--- src/hw/rtl/sorted_software_timer_manager_defines.svh ---
// Assertion macros shared by the timer manager RTL.
// Depends on a clock named clk_i and an active-low reset named rst_ni in the including module.
`ifndef SORTED_SOFTWARE_TIMER_MANAGER_DEFINES_SVH
`define SORTED_SOFTWARE_TIMER_MANAGER_DEFINES_SVH

// Checks that a property holds on every clock edge outside reset.
`define SSTM_ASSERT(lbl, prop, msg) \
  lbl: assert property (@(posedge clk_i) disable iff (!rst_ni) (prop)) else $error(msg);

// Checks that a consequent holds in the cycle after its antecedent.
`define SSTM_ASSERT_NEXT(lbl, ante, cons, msg) \
  lbl: assert property (@(posedge clk_i) disable iff (!rst_ni) (ante) |=> (cons)) else $error(msg);

`endif

--- src/hw/rtl/sstm_pkg.sv ---
// Package of the sorted timer manager: sizes, codes and word types.
// Used by every module of the block; depends on nothing.
package sstm_pkg;

  localparam int TIMERS = 32;
  localparam int QUEUES = 16;
  localparam int NSLOT = (TIMERS < 32) ? TIMERS : 32;
  localparam int SLOT_W = $clog2(NSLOT);
  localparam logic [SLOT_W-1:0] LAST_IDX = SLOT_W'(NSLOT - 1);
  localparam int FIFO_DEPTH = 2;
  localparam int FIFO_PTR_W = 1;
  localparam int FIFO_CNT_W = $clog2(FIFO_DEPTH + 1);

  typedef logic [4:0] slot_field_t;

  typedef enum logic [2:0] {
    OP_ALLOC      = 3'd0,
    OP_FREE       = 3'd1,
    OP_BIND       = 3'd2,
    OP_ARM        = 3'd3,
    OP_CANCEL     = 3'd4,
    OP_CANCEL_ALL = 3'd5,
    OP_TICK       = 3'd6,
    OP_NONE       = 3'd7
  } op_e;

  typedef enum logic [2:0] {
    K_ALLOC  = 3'd0,
    K_CANCEL = 3'd1,
    K_EXPIRY = 3'd2,
    K_SWITCH = 3'd3,
    K_ACK    = 3'd4
  } kind_e;

  typedef enum logic [1:0] {
    ST_FREE  = 2'd0,
    ST_ALLOC = 2'd1,
    ST_ARMED = 2'd2
  } st_e;

  typedef enum logic [0:0] {
    CFG_TASK_SLOT = 1'b0,
    CFG_TASK_EN   = 1'b1
  } cfg_idx_e;

  typedef struct packed {
    logic [2:0]  action;
    slot_field_t slot;
    logic [31:0] timeout;
    logic [31:0] payload;
    logic [3:0]  queue_id;
    logic        cancellable;
  } in_t;

  typedef struct packed {
    kind_e       kind;
    slot_field_t slot_out;
    logic        ok;
    logic [31:0] payload_out;
    logic [3:0]  queue_out;
    logic        last;
  } out_t;

  typedef struct packed {
    op_e         op;
    slot_field_t slot;
    logic        slot_ok;
    logic [31:0] timeout;
    logic [31:0] payload;
    logic [3:0]  queue_id;
    logic        queue_ok;
    logic        cancellable;
  } cmd_t;

  typedef struct packed {
    slot_field_t task_slot;
    logic        task_en;
  } cfg_t;

endpackage

--- src/hw/rtl/sstm_front.sv ---
// Front end of the timer manager: accepts input words and classifies them into commands.
// Depends on sstm_pkg.
module sstm_front (
  input  logic          in_valid_i,
  output logic          in_stall_o,
  input  sstm_pkg::in_t in_word_i,
  input  logic          full_i,
  output logic          push_o,
  output sstm_pkg::cmd_t cmd_o
);
  import sstm_pkg::*;

  op_e op;

  always_comb begin
    unique case (in_word_i.action)
      3'd0: op = OP_ALLOC;
      3'd1: op = OP_FREE;
      3'd2: op = OP_BIND;
      3'd3: op = OP_ARM;
      3'd4: op = OP_CANCEL;
      3'd5: op = OP_CANCEL_ALL;
      3'd6: op = OP_TICK;
      default: op = OP_NONE;
    endcase
  end

  assign in_stall_o = full_i;
  assign push_o = in_valid_i && !full_i;

  always_comb begin
    cmd_o.op = op;
    cmd_o.slot = in_word_i.slot;
    cmd_o.slot_ok = int'(in_word_i.slot) < NSLOT;
    cmd_o.timeout = in_word_i.timeout;
    cmd_o.payload = in_word_i.payload;
    cmd_o.queue_id = in_word_i.queue_id;
    cmd_o.queue_ok = int'(in_word_i.queue_id) < QUEUES;
    cmd_o.cancellable = in_word_i.cancellable;
  end

endmodule

--- src/hw/rtl/sstm_fifo.sv ---
// Short command queue between the front end and the timer engine.
// Depends on sstm_pkg.
module sstm_fifo (
  input  logic           clk_i,
  input  logic           rst_ni,
  input  logic           push_i,
  input  sstm_pkg::cmd_t data_i,
  output logic           full_o,
  input  logic           pop_i,
  output logic           valid_o,
  output sstm_pkg::cmd_t data_o
);
  import sstm_pkg::*;

  cmd_t mem_q [FIFO_DEPTH];
  logic [FIFO_PTR_W-1:0] wr_q, rd_q;
  logic [FIFO_CNT_W-1:0] cnt_q;
  logic do_push, do_pop;

  assign full_o = cnt_q == FIFO_CNT_W'(FIFO_DEPTH);
  assign valid_o = cnt_q != '0;
  assign data_o = mem_q[rd_q];
  assign do_push = push_i && !full_o;
  assign do_pop = pop_i && valid_o;

  always_ff @(posedge clk_i or negedge rst_ni) begin
    if (!rst_ni) begin
      wr_q <= '0;
      rd_q <= '0;
      cnt_q <= '0;
    end else begin
      if (do_push) begin
        wr_q <= (wr_q == FIFO_PTR_W'(FIFO_DEPTH - 1)) ? '0 : wr_q + 1'b1;
      end
      if (do_pop) begin
        rd_q <= (rd_q == FIFO_PTR_W'(FIFO_DEPTH - 1)) ? '0 : rd_q + 1'b1;
      end
      if (do_push && !do_pop) begin
        cnt_q <= cnt_q + 1'b1;
      end else if (do_pop && !do_push) begin
        cnt_q <= cnt_q - 1'b1;
      end
    end
  end

  always_ff @(posedge clk_i) begin
    if (do_push) begin
      mem_q[wr_q] <= data_i;
    end
  end

endmodule

--- src/hw/rtl/sstm_back.sv ---
// Timer engine: slot state, tick count, sequenced scans and the output register.
// Depends on sstm_pkg and the assertion macros header.
`include "sorted_software_timer_manager_defines.svh"

module sstm_back (
  input  logic           clk_i,
  input  logic           rst_ni,
  input  logic           cmd_valid_i,
  output logic           cmd_pop_o,
  input  sstm_pkg::cmd_t cmd_i,
  input  sstm_pkg::cfg_t cfg_i,
  output logic           out_valid_o,
  input  logic           out_stall_i,
  output sstm_pkg::out_t out_word_o
);
  import sstm_pkg::*;

  typedef enum logic [5:0] {
    S_IDLE  = 6'b000001,
    S_EXEC  = 6'b000010,
    S_CALL  = 6'b000100,
    S_TSCAN = 6'b001000,
    S_TPASS = 6'b010000,
    S_PUSH  = 6'b100000
  } state_e;

  state_e state_q, state_d;
  cmd_t cmd_q, cmd_d;
  logic [31:0] count_q, count_d;
  logic [SLOT_W-1:0] idx_q, idx_d, best_q, best_d, best_rank_q, best_rank_d;
  logic [31:0] best_dl_q, best_dl_d;
  logic found_q, found_d, sw_q, sw_d, held_v_q, held_v_d;
  out_t held_q, held_d, res_q, res_d, out_q, out_d;
  logic out_valid_q, out_load;

  st_e status_q [NSLOT];
  logic [SLOT_W-1:0] rank_q [NSLOT];
  logic [31:0] dl_q [NSLOT];
  logic [31:0] pay_q [NSLOT];
  logic [3:0] que_q [NSLOT];
  logic canc_q [NSLOT];

  logic out_free;
  logic [SLOT_W-1:0] cs, rd_idx, q_addr, free_idx;
  logic [SLOT_W-1:0] rd_rank;
  logic [3:0] q_rd;
  logic [31:0] p_rd, dl_rd;
  logic free_any, is_task, cand, better;
  logic st_we, dis_en, arm_en, bind_en, canc_clr;
  logic [SLOT_W-1:0] st_idx, dis_idx, dis_rank;
  st_e st_val;
  out_t ack_res;

  assign out_free = !out_valid_q || !out_stall_i;
  assign cs = cmd_q.slot[SLOT_W-1:0];
  assign rd_idx = (state_q == S_CALL || state_q == S_TSCAN) ? idx_q : cs;
  assign rd_rank = rank_q[rd_idx];
  assign q_addr = (state_q == S_TPASS) ? best_q : idx_q;
  assign q_rd = que_q[q_addr];
  assign p_rd = pay_q[best_q];
  assign dl_rd = dl_q[idx_q];
  assign is_task = cfg_i.task_en && (slot_field_t'(best_q) == cfg_i.task_slot);
  assign cand = (status_q[idx_q] == ST_ARMED) && (dl_rd <= count_q);
  assign better = !found_q || (dl_rd < best_dl_q) ||
                  ((dl_rd == best_dl_q) && (rd_rank < best_rank_q));
  assign ack_res = '{kind: K_ACK, slot_out: '0, ok: 1'b0, payload_out: '0,
                     queue_out: '0, last: 1'b1};

  always_comb begin
    free_any = 1'b0;
    free_idx = '0;
    for (int i = NSLOT - 1; i >= 0; i--) begin
      if (status_q[i] == ST_FREE) begin
        free_any = 1'b1;
        free_idx = SLOT_W'(i);
      end
    end
  end

  always_comb begin
    state_d = state_q;
    cmd_d = cmd_q;
    count_d = count_q;
    idx_d = idx_q;
    best_d = best_q;
    best_dl_d = best_dl_q;
    best_rank_d = best_rank_q;
    found_d = found_q;
    sw_d = sw_q;
    held_d = held_q;
    held_v_d = held_v_q;
    res_d = res_q;
    out_d = out_q;
    out_load = 1'b0;
    cmd_pop_o = 1'b0;
    st_we = 1'b0;
    st_idx = cs;
    st_val = ST_ALLOC;
    dis_en = 1'b0;
    dis_idx = cs;
    dis_rank = rd_rank;
    arm_en = 1'b0;
    bind_en = 1'b0;
    canc_clr = 1'b0;
    unique case (state_q)
      S_IDLE: begin
        if (cmd_valid_i) begin
          cmd_pop_o = 1'b1;
          cmd_d = cmd_i;
          state_d = S_EXEC;
        end
      end
      S_EXEC: begin
        res_d = ack_res;
        state_d = S_PUSH;
        unique case (cmd_q.op)
          OP_ALLOC: begin
            res_d.kind = K_ALLOC;
            if (free_any) begin
              st_we = 1'b1;
              st_idx = free_idx;
              canc_clr = 1'b1;
              res_d.slot_out = slot_field_t'(free_idx);
              res_d.ok = 1'b1;
            end
          end
          OP_FREE: begin
            if (cmd_q.slot_ok) begin
              dis_en = status_q[cs] == ST_ARMED;
              st_we = 1'b1;
              st_val = ST_FREE;
            end
          end
          OP_BIND: begin
            bind_en = cmd_q.slot_ok && cmd_q.queue_ok;
          end
          OP_ARM: begin
            if (cmd_q.slot_ok && status_q[cs] != ST_FREE) begin
              dis_en = status_q[cs] == ST_ARMED;
              arm_en = 1'b1;
              st_we = 1'b1;
              st_val = ST_ARMED;
            end
          end
          OP_CANCEL: begin
            res_d.kind = K_CANCEL;
            res_d.slot_out = cmd_q.slot;
            if (cmd_q.slot_ok && status_q[cs] == ST_ARMED) begin
              dis_en = 1'b1;
              st_we = 1'b1;
              res_d.ok = 1'b1;
            end
          end
          OP_CANCEL_ALL: begin
            if (cmd_q.queue_ok) begin
              idx_d = '0;
              state_d = S_CALL;
            end
          end
          OP_TICK: begin
            count_d = count_q + 32'd1;
            idx_d = '0;
            found_d = 1'b0;
            sw_d = 1'b0;
            held_v_d = 1'b0;
            state_d = S_TSCAN;
          end
          default: ;
        endcase
      end
      S_CALL: begin
        if (status_q[idx_q] != ST_FREE && canc_q[idx_q] && q_rd == cmd_q.queue_id) begin
          dis_en = status_q[idx_q] == ST_ARMED;
          dis_idx = idx_q;
          st_we = 1'b1;
          st_idx = idx_q;
          st_val = ST_FREE;
        end
        if (idx_q == LAST_IDX) begin
          res_d = ack_res;
          state_d = S_PUSH;
        end else begin
          idx_d = idx_q + 1'b1;
        end
      end
      S_TSCAN: begin
        if (cand && better) begin
          best_d = idx_q;
          best_dl_d = dl_rd;
          best_rank_d = rd_rank;
          found_d = 1'b1;
        end
        if (idx_q == LAST_IDX) begin
          state_d = S_TPASS;
        end else begin
          idx_d = idx_q + 1'b1;
        end
      end
      S_TPASS: begin
        if (found_q) begin
          if (is_task || !held_v_q || out_free) begin
            dis_en = 1'b1;
            dis_idx = best_q;
            dis_rank = best_rank_q;
            st_we = 1'b1;
            st_idx = best_q;
            idx_d = '0;
            found_d = 1'b0;
            state_d = S_TSCAN;
            if (is_task) begin
              sw_d = 1'b1;
            end else begin
              if (held_v_q) begin
                out_load = 1'b1;
                out_d = held_q;
              end
              held_v_d = 1'b1;
              held_d = '{kind: K_EXPIRY, slot_out: slot_field_t'(best_q), ok: 1'b0,
                         payload_out: p_rd, queue_out: q_rd, last: 1'b0};
            end
          end
        end else if (sw_q) begin
          if (held_v_q) begin
            if (out_free) begin
              out_load = 1'b1;
              out_d = held_q;
              held_v_d = 1'b0;
            end
          end else begin
            res_d = '{kind: K_SWITCH, slot_out: cfg_i.task_slot, ok: 1'b0,
                      payload_out: '0, queue_out: '0, last: 1'b1};
            state_d = S_PUSH;
          end
        end else if (held_v_q) begin
          res_d = held_q;
          res_d.last = 1'b1;
          held_v_d = 1'b0;
          state_d = S_PUSH;
        end else begin
          res_d = ack_res;
          state_d = S_PUSH;
        end
      end
      S_PUSH: begin
        if (out_free) begin
          out_load = 1'b1;
          out_d = res_q;
          state_d = S_IDLE;
        end
      end
      default: state_d = S_IDLE;
    endcase
  end

  always_ff @(posedge clk_i or negedge rst_ni) begin
    if (!rst_ni) begin
      state_q <= S_IDLE;
      count_q <= '0;
      found_q <= 1'b0;
      sw_q <= 1'b0;
      held_v_q <= 1'b0;
      out_valid_q <= 1'b0;
      idx_q <= '0;
      for (int i = 0; i < NSLOT; i++) begin
        status_q[i] <= ST_FREE;
        canc_q[i] <= 1'b0;
      end
    end else begin
      state_q <= state_d;
      count_q <= count_d;
      found_q <= found_d;
      sw_q <= sw_d;
      held_v_q <= held_v_d;
      idx_q <= idx_d;
      if (out_load) begin
        out_valid_q <= 1'b1;
      end else if (!out_stall_i) begin
        out_valid_q <= 1'b0;
      end
      if (st_we) begin
        status_q[st_idx] <= st_val;
      end
      if (canc_clr) begin
        canc_q[st_idx] <= 1'b0;
      end
      if (bind_en) begin
        canc_q[cs] <= cmd_q.cancellable;
      end
    end
  end

  always_ff @(posedge clk_i) begin
    cmd_q <= cmd_d;
    best_q <= best_d;
    best_dl_q <= best_dl_d;
    best_rank_q <= best_rank_d;
    held_q <= held_d;
    res_q <= res_d;
    if (out_load) begin
      out_q <= out_d;
    end
    if (bind_en) begin
      pay_q[cs] <= cmd_q.payload;
      que_q[cs] <= cmd_q.queue_id;
    end
    if (arm_en) begin
      dl_q[cs] <= cmd_q.timeout + count_q;
    end
    for (int i = 0; i < NSLOT; i++) begin
      if (arm_en && SLOT_W'(i) == cs) begin
        rank_q[i] <= '0;
      end else if (status_q[i] == ST_ARMED) begin
        if (dis_en && SLOT_W'(i) != dis_idx && rank_q[i] > dis_rank) begin
          if (!arm_en) begin
            rank_q[i] <= rank_q[i] - 1'b1;
          end
        end else if (arm_en) begin
          rank_q[i] <= rank_q[i] + 1'b1;
        end
      end
    end
  end

  assign out_valid_o = out_valid_q;
  assign out_word_o = out_q;

  `SSTM_ASSERT(a_no_overwrite, !(out_valid_q && out_stall_i && out_load),
               "output word overwritten while stalled")
  `SSTM_ASSERT_NEXT(a_expired_disarmed, (state_q == S_TPASS) && dis_en,
                    status_q[$past(best_q)] != ST_ARMED, "expired slot still armed")
  `SSTM_ASSERT(a_held_in_tick, !held_v_q || state_q == S_TSCAN || state_q == S_TPASS,
               "held expiry outside a tick")

endmodule

--- src/hw/rtl/sorted_software_timer_manager.sv ---
// Sorted timer manager: an input channel of action words, a result channel and a
// two-register write port (task slot, task slot enable).
// An input word is accepted when in_valid_i is high and in_stall_o is low; a result
// word leaves when out_valid_o is high and out_stall_i is low. Every input word gives
// one or more results, the final one marked by last.
// The front end decodes each word into a two-entry command queue; the engine takes one
// command at a time. A simple command goes through the execute and push states to the
// output register. Cancel-all scans every slot, one per cycle. A tick runs one scan of
// all slots per expired timer plus one final scan. The slot scan sets the rate.
// Reset frees all slots, clears the tick count and the registers, and empties both sides.
// While the receiver stalls, the result register holds its word and the engine waits before
// loading the next; the front keeps accepting words until the command queue is full.
module sorted_software_timer_manager (
  input  logic              clk_i,
  input  logic              rst_ni,
  input  logic              in_valid_i,
  output logic              in_stall_o,
  input  sstm_pkg::in_t     in_word_i,
  output logic              out_valid_o,
  input  logic              out_stall_i,
  output sstm_pkg::out_t    out_word_o,
  input  logic              cfg_we_i,
  input  logic              cfg_idx_i,
  input  logic [4:0]        cfg_data_i
);
  import sstm_pkg::*;

  cfg_t cfg_q;
  cmd_t push_cmd, pop_cmd;
  logic push, full, pop, cmd_valid;

  always_ff @(posedge clk_i or negedge rst_ni) begin
    if (!rst_ni) begin
      cfg_q <= '0;
    end else if (cfg_we_i) begin
      unique case (cfg_idx_e'(cfg_idx_i))
        CFG_TASK_SLOT: cfg_q.task_slot <= cfg_data_i;
        CFG_TASK_EN:   cfg_q.task_en <= cfg_data_i[0];
        default: ;
      endcase
    end
  end

  sstm_front u_front (
    .in_valid_i (in_valid_i),
    .in_stall_o (in_stall_o),
    .in_word_i  (in_word_i),
    .full_i     (full),
    .push_o     (push),
    .cmd_o      (push_cmd)
  );

  sstm_fifo u_fifo (
    .clk_i   (clk_i),
    .rst_ni  (rst_ni),
    .push_i  (push),
    .data_i  (push_cmd),
    .full_o  (full),
    .pop_i   (pop),
    .valid_o (cmd_valid),
    .data_o  (pop_cmd)
  );

  sstm_back u_back (
    .clk_i       (clk_i),
    .rst_ni      (rst_ni),
    .cmd_valid_i (cmd_valid),
    .cmd_pop_o   (pop),
    .cmd_i       (pop_cmd),
    .cfg_i       (cfg_q),
    .out_valid_o (out_valid_o),
    .out_stall_i (out_stall_i),
    .out_word_o  (out_word_o)
  );

endmodule
--- config.mk ---
export PLATFORM = sky130hd
export DESIGN_NAME = sorted_software_timer_manager
export DESIGN_NICKNAME = d
export VERILOG_FILES = /design/src/hw/rtl/sstm_pkg.sv /design/src/hw/rtl/sstm_front.sv /design/src/hw/rtl/sstm_fifo.sv /design/src/hw/rtl/sstm_back.sv /design/src/hw/rtl/sorted_software_timer_manager.sv
export VERILOG_INCLUDE_DIRS = /design/src /design/src/hw/rtl
export SDC_FILE = /design/constraint.sdc
export NUM_CORES = 2
export LEC_CHECK = 0
export BUFFER_PORTS_ARGS = -buffer_cell sky130_fd_sc_hd__buf_4
export CORE_AREA = 10 10 485 487
export DETAILED_ROUTE_END_ITERATION = 8
export DIE_AREA = 0 0 495 497
export PLACE_DENSITY = 0.78
export SYNTH_ARGS = -nofsm -noshare
export SYNTH_HDL_FRONTEND = slang
export SYNTH_HIERARCHICAL = 1
export SYNTH_SLANG_ARGS = --single-unit
--- constraint.sdc ---
create_clock -name clk_i -period 7.6 [get_ports clk_i]
set_input_delay 1.52 -clock clk_i [delete_from_list [all_inputs] [get_ports clk_i]]
set_output_delay 1.52 -clock clk_i [all_outputs]
set_load 0.02 [all_outputs]
==> run summary <==
Rel. slew slack: 10.64%
Origin of the critical flop-to-flop path: u_back/state_q[5]$_DFFE_PN0P_
RR Endpoint: u_back/best_dl_q[5]$_DFFE_PP_
Share of the synthesized area in the top cell type: 64.63%
Synth Register Bits: 2900
Routed Wire Length: 377.9 mm
Setup TNS: 0 ps
Worst Max-Slew Pin Slew: 1334 ps
Worst EP arrival: 7860 ps
Pins over their slew limit: 0
Main area contributors after synthesis: edfxtp_1 65%, mux4_2 13%, ha_1 3.2%
GR Util met3: 7.855%
PD cells: 335.7 nW/µm²
Type of the worst min-delay path: reg -> reg
Setup violators final: 0
Critical path class: reg -> reg
CTS tree: done
Register area share after synthesis: 67.64%
Routed length per instance: 35.26 µm
Most Crowded Layer GR: met2
Initial drt markers: 11090
Post-synth top area cell: edfxtp_1
Sink Count: 2900
Fillers: 14730
Yosys warnings: 6
Sequential power share: 45.5%
Dominant synthesized flop cell: edfxtp_1
Rows: 175
Crit path capture type: register
Syn Inst Count: 7232
CP max FO: 42
Die height: 497 µm
First-pass GRT wire length: 541.8 mm
Initial core utilization: 56.48%
Area growth, synth to finish: 11.63%
Synth cell types: 123
Clock Path Buffers: 4
Gate power share: 24.0%
Final Net Count: 7900
Static Leak: 47.23 nW
# placed instances: 10180
# resized after CTS: 0
Tot GR Track Use: 30.26%
Sw Ratio: 30.84%
Max Cap Violations: 0
Worst R2R Path Depth: 19
Status: finished, final reports clean
Setup crit start kind: register
PortBufs: 135
Via Count: 75370
Final period utilization: 96.37%
Post-Syn Area per Cell: 17.65 µm²
Remaining global-route overflow: 0
Post-CTS Repair Setup Buffers: 0
Initial antenna violation count: 15
Via density: 7.033
Clk Latency, worst-skew pair: 990 ps
Number of synthesized flops with an enable pin: 2747
Hold buffer count at CTS: 0
Synthesized area: 127600 µm²
Io pins: 136
Drt first pass iters: 6
Crit path from: u_back/state_q[5]$_DFFE_PN0P_
Drt drc: 0
Worst Hold Depth: 1
Post-DP HPWL: 201.5 mm
Worst IR drop on VDD: 0.3230 mV
Largest net degree at the start of global routing: 151
Die width: 495 µm
Vias in the first global route: 75890
Fin crit period: 7324 ps
Clock power frac: 30.5%
RePlAce Congestion: 0.9815
Fin cells: 10720
Final Hold Viols: 0
ANT nets after route: 0
Reg-to-reg setup timing slack: 280 ps
Clock Pin Slew Worst Setup and Hold Paths: 60 ps
Core Box Area: 226000 µm²
Async S/R FF share, synth: 5.276%
Met2 usage: 47.25%
CTS HTree Levels: 5
P_sw: 0.01475 W
Unrepaired setup endpoints after global routing: false
Critical Path RT: 8140 ps
Die area: 246000 µm²
CP Capture Point: u_back/best_dl_q[5]$_DFFE_PP_
Maximum operating frequency: 136.5 MHz
Pint: 0.03308 W
Final Skew: 96.46 ps
CTS buffer count: 305
Clk root buf: clkbuf_16
Fraction of layout cells with a size suffix above 1: 25.05%
M1 GR Usage: 39.03%
[synth_stat cells, types with 11 or more instances]
cell      number
a211o_1       24
a211oi_1      59
a21boi_0      11
a21o_1        33
a21oi_1      171
a221oi_1      46
a22oi_1       12
a311oi_1      14
a31oi_1       62
and2_1        74
and3_1       105
buf_1         62
buf_2         15
buf_4         80
clkbuf_1     202
dfrtp_1      152
edfxtp_1    2747
ha_1         328
inv_1        245
mux2_2       184
mux2_4        79
mux2i_1       32
mux4_2       739
nand2_1      264
nand2b_1     100
nand3_1      142
nand4_1       29
nor2_1       277
nor2b_1       92
nor3_1        71
nor3b_1       23
nor4_1        15
o211ai_1      14
o21a_1        65
o21ai_0      235
o221ai_1      21
o22ai_1       57
o31a_1        12
or3_1         17
xnor2_1       56
xor2_1        16
[worst min path at each step]
stage	from	endpoint	slack, ps
finish	u_fifo/cnt_q[1]$_DFFE_PN0P_	u_fifo/cnt_q[1]$_DFFE_PN0P_	480
global route	u_back/held_q[30]$_DFFE_PP_	u_back/res_q[30]$_SDFFCE_PP0P_	500
CTS	u_fifo/cnt_q[1]$_DFFE_PN0P_	u_fifo/cnt_q[1]$_DFFE_PN0P_	480
detailed placement	u_fifo/cnt_q[1]$_DFFE_PN0P_	u_fifo/cnt_q[1]$_DFFE_PN0P_	470
global placement	u_fifo/cnt_q[1]$_DFFE_PN0P_	u_fifo/cnt_q[1]$_DFFE_PN0P_	480
floorplan	u_back/idx_q[2]$_DFFE_PN0P_	u_back/best_q[2]$_DFFE_PP_	420
[power groups by stage]
stage	clock, W	sequential (W)	combinational (W)
finish	0.0146	0.0218	0.0115
global route	0.0153	0.0219	0.0123
CTS	0.0147	0.0218	0.0112
detailed placement	0	0.0220	0.0110
global placement	0	0.0219	0.0105
floorplan	0	0.0214	0.00754
[flip-flops by register name (all words and copies together), names as in the netlist, 2 cells and up]
register,count
cfg_q,6
u_back/best_dl_q,32
u_back/best_q,5
u_back/best_rank_q,5
u_back/canc_q,32
u_back/cmd_q,74
u_back/count_q,32
u_back/cs,5
u_back/dl_q,1024
u_back/held_q,41
u_back/idx_q,5
u_back/out_word_o,46
u_back/pay_q,1024
u_back/que_q,128
u_back/rank_q,160
u_back/res_q,45
u_back/state_q,6
u_back/status_q,64
u_fifo/cnt_q,2
u_fifo/mem_q,158
[cells in the final DEF (no fill, tap or decap), drive strengths merged, types with 94 or more instances in the layout]
cell / instances
clkbuf: 391
edfxtp: 2747
mux4: 739
o21ai: 246
nor2b: 94
mux2: 265
nand2b: 100
clkinv: 96
buf: 313
inv: 251
a21oi: 174
ha: 328
nand3: 143
and3: 105
nor2: 279
nand2: 269
dfrtp: 152
[worst max-delay path, stage by stage, from the launching register on]
cell and delay [ps]:
dfrtp_1 440, nor4_1 400, nand3b_1 190, nand2_1 510
mux2i_4 620, buf_12 240, mux4_2 520, and2_1 170
a211oi_1 470, a31oi_1 90, mux2_2 330, ha_1 330
nand2_1 330, nand3_1 150, nor4_2 530, o21ai_0 280
o41ai_1 480, a21oi_1 180, nor2_4 150, buf_6 490
[per-layer routing]
layer	part of all wire (%)	wire, µm
met4	6.7	25470
met2	47	177200
met1	34	128600
met5	0.023	86
met3	12	46480
[through the flow]
stage / setup WS (ps) / util [%] / hold WS (ps) / power (W) / cell area, µm²
global route: 15.84 / 63.04 / 502.0 / 0.04948 / 142500
detailed placement: 253.7 / 58.80 / 471.5 / 0.03302 / 132900
global placement: 436.1 / 58.80 / 475.9 / 0.03244 / 132900
CTS: 100.4 / 63.00 / 482.3 / 0.04765 / 142400
finish: 275.6 / 63.05 / 482.5 / 0.04783 / 142500
floorplan: 105.7 / - / 423.1 / 0.02894 / 127700
[cell families after synthesis]
| family | count (synthesis) | synth area share [%] |
|---|---|---|
| flops | 2900 | 67.64 |
| simple gates | 1284 | 5.224 |
| fa+ha+maj | 330 | 3.247 |
| buf+inv | 617 | 2.190 |
| xor+xnor | 72 | 0.4941 |
| compound gates | 992 | 5.343 |
| mux | 1036 | 15.86 |
| other cells | 1 | 0.002938 |
[area by class of cell]
cell class,count,area [µm²],share of cell area (%)
timing repair buffer,313,2494,1.750
clock buffer,391,8185,5.745
inverter,246,923.4,0.6481
sequential,2900,86340,60.60
clock inverter,136,1290,0.9055
tap,3009,3765,2.643
multi-input combinational,3716,39460,27.70
antenna,5,12.51,0.008782
Power figures use the tool's default switching activity.
